[config.mk]
export PLATFORM = sky130hd
export DESIGN_NAME = particle_predictor_corrector_top
export DESIGN_NICKNAME = d
export VERILOG_FILES = /design/src/rtl/ppc_pkg.sv /design/src/rtl/ppc_controller.sv /design/src/rtl/ppc_datapath.sv /design/src/rtl/particle_predictor_corrector_top.sv
export VERILOG_INCLUDE_DIRS = /design/src /design/src/rtl
export SDC_FILE = /design/constraint.sdc
export NUM_CORES = 2
export LEC_CHECK = 0
export BUFFER_PORTS_ARGS = -buffer_cell sky130_fd_sc_hd__buf_4
export CAP_MARGIN = 10
export CORE_AREA = 2 2 347 349
export DETAILED_ROUTE_END_ITERATION = 6
export DIE_AREA = 0 0 349 351
export PLACE_DENSITY = 0.75
export SYNTH_ARGS = -nofsm -noshare
export SYNTH_HDL_FRONTEND = slang
export SYNTH_SLANG_ARGS = --single-unit
[constraint.sdc]
create_clock -name clock -period 17.15 [get_ports clock]
set_input_delay 3.43 -clock clock [delete_from_list [all_inputs] [get_ports clock]]
set_output_delay 3.43 -clock clock [all_outputs]
set_load 0.005 [all_outputs]
[src/rtl/particle_predictor_corrector_top_assert.svh]
// assertion macros shared by the particle predictor corrector modules
`ifndef PARTICLE_PREDICTOR_CORRECTOR_TOP_ASSERT_SVH
`define PARTICLE_PREDICTOR_CORRECTOR_TOP_ASSERT_SVH
`ifndef SYNTHESIS
`define PPC_ASSERT(name, clk, rst, prop, msg) \
   name: assert property (@(posedge clk) disable iff (rst) prop) else $error(msg);
`define PPC_ASSERT_NEXT(name, clk, rst, pre, post, msg) \
   name: assert property (@(posedge clk) disable iff (rst) pre |=> post) else $error(msg);
`else
`define PPC_ASSERT(name, clk, rst, prop, msg)
`define PPC_ASSERT_NEXT(name, clk, rst, pre, post, msg)
`endif
`endif

[src/rtl/ppc_pkg.sv]
// types and constants of the particle predictor corrector
package ppc_pkg;

   localparam int DATA_W        = 32;
   localparam int ERR_W         = 31;
   localparam int MAG_W         = DATA_W + 1;
   localparam int PROD_W        = MAG_W + DATA_W;
   localparam int SUM_W         = PROD_W + 1;
   localparam int SHIFT_MUL     = 24;
   localparam int SHIFT_HALF    = 25;
   localparam int SHIFT_QUARTER = 26;
   localparam int Q_W           = SUM_W - SHIFT_MUL;

   localparam logic [DATA_W-1:0] TIME_STEP_RESET = 32'd1677722;

   localparam logic [1:0] ACT_PREDICT = 2'd0;
   localparam logic [1:0] ACT_CORRECT = 2'd1;
   localparam logic [1:0] ACT_ERROR   = 2'd2;

   typedef enum logic [2:0] {
      OP_NONE,
      OP_A,
      OP_B,
      OP_C,
      OP_H,
      OP_G,
      OP_V,
      OP_D
   } op_tag_type;

   typedef struct packed {
      logic       load;
      op_tag_type op_tag;
      logic       commit;
   } dp_cmd_type;

   typedef struct packed {
      logic is_predict;
      logic is_correct;
      logic out_free;
   } dp_status_type;

endpackage

[src/rtl/ppc_controller.sv]
// sequencer that schedules the shared multiplier and the result commit
`include "particle_predictor_corrector_top_assert.svh"

module ppc_controller (
   input  logic                  clock,
   input  logic                  reset,
   input  logic                  req_valid,
   output logic                  req_stall,
   output ppc_pkg::dp_cmd_type   cmd,
   input  ppc_pkg::dp_status_type status
);
   import ppc_pkg::*;

   typedef enum logic [11:0] {
      S_IDLE   = 12'b000000000001,
      S_LD_A   = 12'b000000000010,
      S_LD_H   = 12'b000000000100,
      S_WAIT_1 = 12'b000000001000,
      S_LD_B   = 12'b000000010000,
      S_LD_V   = 12'b000000100000,
      S_WAIT_2 = 12'b000001000000,
      S_LD_C   = 12'b000010000000,
      S_LD_D   = 12'b000100000000,
      S_WAIT_3 = 12'b001000000000,
      S_WAIT_4 = 12'b010000000000,
      S_FINAL  = 12'b100000000000
   } ctrl_state_type;

   ctrl_state_type state_ff;
   ctrl_state_type state_in;

   assign req_stall = reset || (state_ff != S_IDLE);

   always_comb begin
      state_in   = state_ff;
      cmd.load   = 1'b0;
      cmd.op_tag = OP_NONE;
      cmd.commit = 1'b0;
      case (state_ff)
         S_IDLE: begin
            cmd.load = req_valid && !req_stall;
            if (cmd.load) begin
               state_in = S_LD_A;
            end
         end
         S_LD_A: begin
            cmd.op_tag = OP_A;
            state_in   = S_LD_H;
         end
         S_LD_H: begin
            if (status.is_predict) begin
               cmd.op_tag = OP_H;
            end else if (status.is_correct) begin
               cmd.op_tag = OP_G;
            end
            state_in = S_WAIT_1;
         end
         S_WAIT_1: begin
            state_in = S_LD_B;
         end
         S_LD_B: begin
            cmd.op_tag = OP_B;
            state_in   = S_LD_V;
         end
         S_LD_V: begin
            if (status.is_predict) begin
               cmd.op_tag = OP_V;
            end
            state_in = S_WAIT_2;
         end
         S_WAIT_2: begin
            state_in = S_LD_C;
         end
         S_LD_C: begin
            cmd.op_tag = OP_C;
            state_in   = S_LD_D;
         end
         S_LD_D: begin
            if (status.is_predict) begin
               cmd.op_tag = OP_D;
            end
            state_in = S_WAIT_3;
         end
         S_WAIT_3: begin
            state_in = S_WAIT_4;
         end
         S_WAIT_4: begin
            state_in = S_FINAL;
         end
         S_FINAL: begin
            if (status.out_free) begin
               cmd.commit = 1'b1;
               state_in   = S_IDLE;
            end
         end
         default: begin
            state_in = S_IDLE;
         end
      endcase
   end

   always_ff @(posedge clock) begin
      if (reset) begin
         state_ff <= S_IDLE;
      end else begin
         state_ff <= state_in;
      end
   end

   `PPC_ASSERT_NEXT(a_accept_starts, clock, reset, cmd.load, state_ff == S_LD_A, "accepted transaction did not start the schedule")
   `PPC_ASSERT(a_commit_only_final, clock, reset, cmd.commit |-> (state_ff == S_FINAL && !req_stall == 1'b0), "commit outside the final step")

endmodule

[src/rtl/ppc_datapath.sv]
// operand select, shared multiplier, rounding, final sums and result register
`include "particle_predictor_corrector_top_assert.svh"

module ppc_datapath #(
   parameter int VALUE_WIDTH = 32
) (
   input  logic                                clock,
   input  logic                                reset,
   input  ppc_pkg::dp_cmd_type                 cmd,
   output ppc_pkg::dp_status_type              status,
   input  logic                                csr_write,
   input  logic        [ppc_pkg::DATA_W-1:0]   csr_time_step,
   input  logic        [1:0]                   req_action,
   input  logic                                req_clear_max,
   input  logic signed [ppc_pkg::DATA_W-1:0]   req_position,
   input  logic signed [ppc_pkg::DATA_W-1:0]   req_momentum,
   input  logic signed [ppc_pkg::DATA_W-1:0]   req_force_now,
   input  logic signed [ppc_pkg::DATA_W-1:0]   req_force_pred,
   input  logic        [ppc_pkg::DATA_W-1:0]   req_inv_mass,
   input  logic                                rsp_stall,
   output logic                                rsp_valid,
   output logic signed [ppc_pkg::DATA_W-1:0]   rsp_new_position,
   output logic signed [ppc_pkg::DATA_W-1:0]   rsp_new_momentum,
   output logic        [ppc_pkg::ERR_W-1:0]    rsp_position_error,
   output logic        [ppc_pkg::ERR_W-1:0]    rsp_max_error,
   output logic                                rsp_saturated
);
   import ppc_pkg::*;

   localparam int EFF_WIDTH = (VALUE_WIDTH > DATA_W) ? DATA_W :
                              ((VALUE_WIDTH < 16) ? 16 : VALUE_WIDTH);
   localparam longint unsigned VAL_MAX_L = (64'd1 << (EFF_WIDTH - 1)) - 64'd1;
   localparam logic [Q_W-1:0] MAX_Q  = Q_W'(VAL_MAX_L);
   localparam logic [Q_W-1:0] MAX_Q1 = Q_W'(VAL_MAX_L + 64'd1);
   localparam logic signed [DATA_W-1:0] VMAX_D = DATA_W'(VAL_MAX_L);
   localparam logic signed [DATA_W-1:0] VMIN_D = -VMAX_D - 1;
   localparam logic signed [MAG_W-1:0]  VMAX_S = MAG_W'(VAL_MAX_L);
   localparam logic signed [MAG_W-1:0]  VMIN_S = -VMAX_S - 1;

   function automatic logic signed [DATA_W-1:0] clip(input logic signed [MAG_W-1:0] x);
      return (x > VMAX_S) ? VMAX_D : ((x < VMIN_S) ? VMIN_D : DATA_W'(x));
   endfunction

   function automatic logic clipped(input logic signed [MAG_W-1:0] x);
      return (x > VMAX_S) || (x < VMIN_S);
   endfunction

   // configuration and captured transaction
   logic        [DATA_W-1:0] time_step_ff;
   logic        [1:0]        action_ff;
   logic                     clear_ff;
   logic signed [DATA_W-1:0] pos_ff;
   logic signed [DATA_W-1:0] mom_ff;
   logic signed [DATA_W-1:0] fnow_ff;
   logic signed [DATA_W-1:0] fpred_ff;
   logic        [DATA_W-1:0] imass_ff;

   // operand stage
   logic signed [MAG_W-1:0]  opx;
   logic        [DATA_W-1:0] op_y_in;
   logic        [MAG_W-1:0]  op_mag_in;
   logic        [MAG_W-1:0]  op_mag_ff;
   logic        [DATA_W-1:0] op_y_ff;
   logic                     op_neg_ff;
   op_tag_type               op_tag_ff;

   // product stage
   logic        [PROD_W-1:0] prod_ff;
   logic                     mul_neg_ff;
   op_tag_type               mul_tag_ff;

   // rounding stage
   logic        [SUM_W-1:0]  rnd_sum;
   logic        [Q_W-1:0]    rnd_q;
   logic                     rnd_sat;
   logic signed [DATA_W-1:0] rnd_val;

   logic signed [DATA_W-1:0] a_ff;
   logic signed [DATA_W-1:0] hg_ff;
   logic signed [DATA_W-1:0] b_ff;
   logic signed [DATA_W-1:0] v_ff;
   logic signed [DATA_W-1:0] c_ff;
   logic signed [DATA_W-1:0] d_ff;
   logic                     sat_ff;

   // error magnitude
   logic        [ERR_W-1:0]  err_in;
   logic                     err_cap_in;
   logic        [ERR_W-1:0]  err_ff;
   logic                     err_cap_ff;

   // final sums
   logic signed [MAG_W-1:0]  sum_pd;
   logic signed [MAG_W-1:0]  sum_pc;
   logic signed [MAG_W-1:0]  sum_mg;
   logic signed [DATA_W-1:0] fin_pos;
   logic signed [DATA_W-1:0] fin_mom;
   logic                     fin_sat;
   logic        [ERR_W-1:0]  max_base;
   logic        [ERR_W-1:0]  max_in;
   logic        [ERR_W-1:0]  max_ff;

   // result register
   logic                     rsp_valid_ff;
   logic signed [DATA_W-1:0] rsp_pos_ff;
   logic signed [DATA_W-1:0] rsp_mom_ff;
   logic        [ERR_W-1:0]  rsp_err_ff;
   logic                     rsp_sat_ff;

   always_ff @(posedge clock) begin
      if (reset) begin
         time_step_ff <= TIME_STEP_RESET;
      end else if (csr_write) begin
         time_step_ff <= csr_time_step;
      end
   end

   always_ff @(posedge clock) begin
      if (cmd.load) begin
         action_ff <= req_action;
         clear_ff  <= req_clear_max;
         pos_ff    <= req_position;
         mom_ff    <= req_momentum;
         fnow_ff   <= req_force_now;
         fpred_ff  <= req_force_pred;
         imass_ff  <= req_inv_mass;
      end
   end

   assign status.is_predict = (action_ff == ACT_PREDICT);
   assign status.is_correct = (action_ff == ACT_CORRECT);
   assign status.out_free   = !rsp_valid_ff || !rsp_stall;

   always_comb begin
      opx     = '0;
      op_y_in = time_step_ff;
      case (cmd.op_tag)
         OP_A: begin
            opx     = MAG_W'(fpred_ff) - MAG_W'(fnow_ff);
            op_y_in = imass_ff;
         end
         OP_H: opx = MAG_W'(fnow_ff);
         OP_G: opx = MAG_W'(fpred_ff) + MAG_W'(fnow_ff);
         OP_B: opx = MAG_W'(a_ff);
         OP_V: opx = MAG_W'(mom_ff) + MAG_W'(hg_ff);
         OP_C: opx = MAG_W'(b_ff);
         OP_D: begin
            opx     = MAG_W'(v_ff);
            op_y_in = imass_ff;
         end
         default: begin
            opx = '0;
         end
      endcase
      op_mag_in = opx[MAG_W-1] ? $unsigned(-opx) : $unsigned(opx);
   end

   always_ff @(posedge clock) begin
      op_mag_ff  <= op_mag_in;
      op_y_ff    <= op_y_in;
      op_neg_ff  <= opx[MAG_W-1];
      prod_ff    <= PROD_W'(op_mag_ff) * PROD_W'(op_y_ff);
      mul_neg_ff <= op_neg_ff;
   end

   always_ff @(posedge clock) begin
      if (reset) begin
         op_tag_ff  <= OP_NONE;
         mul_tag_ff <= OP_NONE;
      end else begin
         op_tag_ff  <= cmd.op_tag;
         mul_tag_ff <= op_tag_ff;
      end
   end

   // round half away from zero, then saturate to the value range
   always_comb begin
      case (mul_tag_ff)
         OP_H, OP_G: begin
            rnd_sum = SUM_W'(prod_ff) + (SUM_W'(1) << (SHIFT_HALF - 1));
            rnd_q   = Q_W'(rnd_sum >> SHIFT_HALF);
         end
         OP_C: begin
            rnd_sum = SUM_W'(prod_ff) + (SUM_W'(1) << (SHIFT_QUARTER - 1));
            rnd_q   = Q_W'(rnd_sum >> SHIFT_QUARTER);
         end
         default: begin
            rnd_sum = SUM_W'(prod_ff) + (SUM_W'(1) << (SHIFT_MUL - 1));
            rnd_q   = Q_W'(rnd_sum >> SHIFT_MUL);
         end
      endcase
      if (mul_neg_ff) begin
         rnd_sat = rnd_q > MAX_Q1;
         rnd_val = rnd_sat ? VMIN_D : -$signed(rnd_q[DATA_W-1:0]);
      end else begin
         rnd_sat = rnd_q > MAX_Q;
         rnd_val = rnd_sat ? VMAX_D : $signed(rnd_q[DATA_W-1:0]);
      end
   end

   always_ff @(posedge clock) begin
      case (mul_tag_ff)
         OP_A:       a_ff  <= rnd_val;
         OP_H, OP_G: hg_ff <= rnd_val;
         OP_B:       b_ff  <= rnd_val;
         OP_V:       v_ff  <= rnd_val;
         OP_C:       c_ff  <= rnd_val;
         OP_D:       d_ff  <= rnd_val;
         default: begin
         end
      endcase
   end

   always_ff @(posedge clock) begin
      if (reset) begin
         sat_ff <= 1'b0;
      end else if (cmd.load) begin
         sat_ff <= 1'b0;
      end else if (mul_tag_ff != OP_NONE && rnd_sat) begin
         sat_ff <= 1'b1;
      end
   end

   always_comb begin
      err_cap_in = 1'b0;
      if (c_ff == VMIN_D) begin
         err_cap_in = 1'b1;
         err_in     = ERR_W'(VMAX_D);
      end else if (c_ff < 0) begin
         err_in = ERR_W'(-c_ff);
      end else begin
         err_in = ERR_W'(c_ff);
      end
   end

   always_ff @(posedge clock) begin
      err_ff     <= err_in;
      err_cap_ff <= err_cap_in;
   end

   always_comb begin
      sum_pd  = MAG_W'(pos_ff) + MAG_W'(d_ff);
      sum_pc  = MAG_W'(pos_ff) - MAG_W'(c_ff);
      sum_mg  = MAG_W'(mom_ff) + MAG_W'(hg_ff);
      fin_pos = pos_ff;
      fin_mom = mom_ff;
      fin_sat = 1'b0;
      case (action_ff)
         ACT_PREDICT: begin
            fin_pos = clip(sum_pd);
            fin_sat = clipped(sum_pd);
         end
         ACT_CORRECT: begin
            fin_pos = clip(sum_pc);
            fin_mom = clip(sum_mg);
            fin_sat = clipped(sum_pc) || clipped(sum_mg);
         end
         default: begin
            fin_sat = 1'b0;
         end
      endcase
      max_base = clear_ff ? '0 : max_ff;
      max_in   = (err_ff > max_base) ? err_ff : max_base;
   end

   always_ff @(posedge clock) begin
      if (reset) begin
         rsp_valid_ff <= 1'b0;
         max_ff       <= '0;
      end else if (cmd.commit) begin
         rsp_valid_ff <= 1'b1;
         max_ff       <= max_in;
      end else if (!rsp_stall) begin
         rsp_valid_ff <= 1'b0;
      end
   end

   always_ff @(posedge clock) begin
      if (cmd.commit) begin
         rsp_pos_ff <= fin_pos;
         rsp_mom_ff <= fin_mom;
         rsp_err_ff <= err_ff;
         rsp_sat_ff <= sat_ff || err_cap_ff || fin_sat;
      end
   end

   assign rsp_valid          = rsp_valid_ff;
   assign rsp_new_position   = rsp_pos_ff;
   assign rsp_new_momentum   = rsp_mom_ff;
   assign rsp_position_error = rsp_err_ff;
   assign rsp_max_error      = max_ff;
   assign rsp_saturated      = rsp_sat_ff;

   `PPC_ASSERT(a_commit_drained, clock, reset, cmd.commit |-> (op_tag_ff == OP_NONE && mul_tag_ff == OP_NONE), "result committed with products in flight")
   `PPC_ASSERT(a_commit_free, clock, reset, cmd.commit |-> status.out_free, "result register overwritten while held")
   `PPC_ASSERT(a_max_covers_err, clock, reset, rsp_valid_ff |-> (max_ff >= rsp_err_ff), "running maximum below the error of its transaction")

endmodule

[src/rtl/particle_predictor_corrector_top.sv]
// particle predictor corrector: one coordinate step per transaction
// a result is registered when the final step commits it, once the result register is free
// a new transaction is taken only after the last one commits; one shared 33 x 32 multiplier runs
// up to six rounded products through an operand, product and rounding register chain
// the result register lets the next transaction start while a result is held
// reset clears control, sets the time step to 1677722 and the running maximum to zero

module particle_predictor_corrector_top #(
   parameter int VALUE_WIDTH = 32
) (
   input  logic                                clock,
   input  logic                                reset,
   input  logic                                req_valid,
   output logic                                req_stall,
   input  logic        [1:0]                   req_action,
   input  logic                                req_clear_max,
   input  logic signed [ppc_pkg::DATA_W-1:0]   req_position,
   input  logic signed [ppc_pkg::DATA_W-1:0]   req_momentum,
   input  logic signed [ppc_pkg::DATA_W-1:0]   req_force_now,
   input  logic signed [ppc_pkg::DATA_W-1:0]   req_force_pred,
   input  logic        [ppc_pkg::DATA_W-1:0]   req_inv_mass,
   output logic                                rsp_valid,
   input  logic                                rsp_stall,
   output logic signed [ppc_pkg::DATA_W-1:0]   rsp_new_position,
   output logic signed [ppc_pkg::DATA_W-1:0]   rsp_new_momentum,
   output logic        [ppc_pkg::ERR_W-1:0]    rsp_position_error,
   output logic        [ppc_pkg::ERR_W-1:0]    rsp_max_error,
   output logic                                rsp_saturated,
   input  logic                                csr_valid,
   output logic                                csr_ready,
   input  logic        [ppc_pkg::DATA_W-1:0]   csr_time_step
);
   import ppc_pkg::*;

   dp_cmd_type    cmd;
   dp_status_type status;
   logic          csr_write;

   assign csr_ready = !reset;
   assign csr_write = csr_valid && csr_ready;

   ppc_controller u_ctrl (
      .clock     (clock),
      .reset     (reset),
      .req_valid (req_valid),
      .req_stall (req_stall),
      .cmd       (cmd),
      .status    (status)
   );

   ppc_datapath #(
      .VALUE_WIDTH (VALUE_WIDTH)
   ) u_dp (
      .clock              (clock),
      .reset              (reset),
      .cmd                (cmd),
      .status             (status),
      .csr_write          (csr_write),
      .csr_time_step      (csr_time_step),
      .req_action         (req_action),
      .req_clear_max      (req_clear_max),
      .req_position       (req_position),
      .req_momentum       (req_momentum),
      .req_force_now      (req_force_now),
      .req_force_pred     (req_force_pred),
      .req_inv_mass       (req_inv_mass),
      .rsp_stall          (rsp_stall),
      .rsp_valid          (rsp_valid),
      .rsp_new_position   (rsp_new_position),
      .rsp_new_momentum   (rsp_new_momentum),
      .rsp_position_error (rsp_position_error),
      .rsp_max_error      (rsp_max_error),
      .rsp_saturated      (rsp_saturated)
   );

endmodule

==> impl_metrics.env <==
export IMPL_grt_use_met2_pct=57.9
export IMPL_ys_ff_latch=675
export IMPL_port_buffers=329
export IMPL_crit_top_cell="fa_1"
export IMPL_drt_iter0_drc=6272
export IMPL_viasPerCell=6.18
export IMPL_die_x_um=349
export IMPL_cpMaxStageDelayCell="dfxtp_1"
export IMPL_worst_clock_skew_ns=0.0288
export IMPL_ctsResizeCount=0
export IMPL_cts_made_buffers=73
export IMPL_stdcell_count=9143
export IMPL_maxSlewHeadroom_pct=13.1
export IMPL_report_final_slew_viol_count=0
export IMPL_fin_crit_sh_pct=52.5
export IMPL_postCtsSetupBuffers=0
export IMPL_slowest_delay_ns=1.17
export IMPL_status="finished, violations left"
export IMPL_cts_tree="done"
export IMPL_max_cap_violations=0
export IMPL_path_max_fanout=33
export IMPL_cts_htree_levels=3
export IMPL_wl_per_cell_um=24.1
export IMPL_layout_drive_gt1_share_pct=9.29
export IMPL_fillers=9615
export IMPL_cts_buffer_depth=3
export IMPL_dp_cells=8995
export IMPL_met3_usage_pct=6.25
export IMPL_pin_count=330
export IMPL_clk_latency_ns=0.67
export IMPL_worst_setup_path_type="flop to flop"
export IMPL_area_growth_pct=9.22
export IMPL_final_common_cell="inv_1"
export IMPL_syn_inst=7406
export IMPL_die_area_um2=122000
export IMPL_gp_congestion=1.02
export IMPL_antenna_left=0
export IMPL_grt_pass1_wl_um=339000
export IMPL_fp_row_count=127
export IMPL_finalSetupViolations=0
export IMPL_die_h_um=351
export IMPL_grt_ovfl_total=0
export IMPL_finalCriticalPeriod_ns=9.00
export IMPL_grt_pass1_vias=57203
export IMPL_async_flop_share_pct=0
export IMPL_synth_top_area_cell="fa_1"
export IMPL_p_leak_nw=35.0
export IMPL_vdd_ir_drop_max_mv=0.0950
export IMPL_hpwl_um=168000
export IMPL_tns_ns=0
export IMPL_gr_usage_all_layers_pct=36.4
export IMPL_coreArea_um2=119000
export IMPL_arrival_ns=9.57
export IMPL_cp_start_kind="flop"
export IMPL_hp_class="flop to flop"
export IMPL_required_ns=17.72
export IMPL_synth_avg_cell_area_um2=9.57
export IMPL_ys_types=100
export IMPL_violations="DRC"
export IMPL_worst_slew_pin_transition_ns=1.30
export IMPL_hold_buffers=0
export IMPL_synth_edff_count=451
export IMPL_detail_route_first_pass_iterations=7
export IMPL_synth_nets=8962
export IMPL_root_buffer="clkbuf_16"
export IMPL_grt_max_degree=77
export IMPL_antenna_found_initial=17
export IMPL_cts_sinks=675
export IMPL_fin_nets=9080
export IMPL_vias=56527
export IMPL_layout_common_cells="1082 x inv_1, 936 x nand2_1, 929 x fa_1"
export IMPL_gr_usage_met1_pct=49.4
export IMPL_drcViolationCount=2
export IMPL_synth_flop_cell="edfxtp_1"
export IMPL_synth_top_area_share_pct=26.2
export IMPL_rsz0062_at_grt="no"
export IMPL_ys_top_cells_by_area="fa_1 26%, edfxtp_1 19%, ha_1 7.5%"
export IMPL_clk_pin_slew_ns=0.06
export IMPL_p_per_area_nw_per_um2=72.0
export IMPL_top_usage_layer="met2"
export IMPL_synth_area_um2=70900
export IMPL_hold_violations=0
export IMPL_fmax_mhz=111
export IMPL_endpoint_kind="flop"
export IMPL_wl_um=220000
export IMPL_initial_utilization_pct=59.6
export IMPL_utilization_pct=65.1
export IMPL_yosysWarningCount=0
export IMPL_ys_seq_area_share_pct=25.4
[critical path, delay by kind of cell (launching register included)]
kind	cells	cell delay (ns)
and+or+nand+nor	4	0.82
buffers and inverters	6	0.33
adders and majority gates	9	4.35
AOI/OAI and AO/OA	7	2.19
DFF	1	1.17
[registers in the layout, summed over array words and instances (netlist names), 32 cells and up]
register               cells
u_dp.prod_ff              42
u_dp.op_mag_ff            33
u_dp.a_ff                 32
u_dp.b_ff                 32
u_dp.c_ff                 32
u_dp.d_ff                 32
u_dp.fnow_ff              32
u_dp.fpred_ff             32
u_dp.hg_ff                32
u_dp.imass_ff             32
u_dp.mom_ff               32
u_dp.op_y_ff              32
u_dp.pos_ff               32
u_dp.rsp_new_momentum     32
u_dp.rsp_new_position     32
u_dp.time_step_ff         32
u_dp.v_ff                 32
[power by group]
group	total (mW)	switching, mW	internal [mW]
sequential	2.05	0.140	1.91
combinational	1.84	1.23	0.612
clock	1.69	0.691	0.995
[Yosys cell counts (88+ instances only)]
| master | count |
|---|---|
| nor3_1 | 97 |
| dfxtp_1 | 224 |
| nand4_1 | 88 |
| nand2_1 | 937 |
| o21ai_0 | 168 |
| xnor2_1 | 205 |
| and2_1 | 520 |
| fa_1 | 929 |
| a21oi_1 | 269 |
| clkbuf_1 | 373 |
| inv_1 | 1084 |
| edfxtp_1 | 451 |
| nand3_1 | 94 |
| nor2_1 | 254 |
| a21o_1 | 114 |
| xor2_1 | 115 |
| ha_1 | 427 |
[through the flow]
stage / power [mW] / setup slack [ns] / area [um2] / hold slack [ns]
2_1_floorplan: 3.11 / 7.75 / 70900 / 0.310
3_3_place_gp: 3.82 / 8.49 / 74800 / 0.383
3_5_place_dp: 3.85 / 8.33 / 74800 / 0.389
4_1_cts: 5.55 / 8.26 / 77400 / 0.401
5_1_grt: 5.80 / 7.68 / 77400 / 0.393
6_report: 5.58 / 8.15 / 77400 / 0.395
[final timing paths]
| kind | cells past startpoint | end | start | slack (ns) |
|---|---|---|---|---|
| setup / recovery | 26 | u_dp.prod_ff[62] | u_dp.op_y_ff[6] | 8.15 |
| hold / removal | 0 | u_dp.mul_neg_ff | u_dp.op_neg_ff | 0.40 |
| setup reg to reg | 26 | u_dp.prod_ff[62] | u_dp.op_y_ff[6] | 8.15 |
| hold reg to reg | 0 | u_dp.mul_neg_ff | u_dp.op_neg_ff | 0.40 |
[cell families (layout without fill, tap and decap cells)]
kind of cell	count (synthesis)	in the layout	share of synthesized area (%)
buf+inv	1497	1676	8.02
other cells	0	10	0
mux	109	109	1.60
fa+ha+maj	1357	1357	33.8
compound gates	1118	1118	10.8
simple gates	2330	2330	16.4
flops	675	675	25.4
xor+xnor	320	320	3.95
[per-layer routing]
layer / vias to the layer above / routed length [um]
met5: - / 43
met4: 6 / 11100
met3: 558 / 20500
met2: 2902 / 102000
met1: 28347 / 87300
li1: 24714 / -
[area by class of cell]
cell class / count / area, um2 / share of cell area, %
diodes: 10 / 25.0 / 0.0323
clock buffers: 102 / 2120 / 2.74
clock inverters: 34 / 447 / 0.577
inverters: 1085 / 4070 / 5.26
multi-input cells: 5234 / 47300 / 61.1
flip-flops and latches: 675 / 18000 / 23.3
well taps: 1548 / 1940 / 2.50
repair buffers: 455 / 3450 / 4.45
No activity file was read; power rests on OpenSTA's default activity.
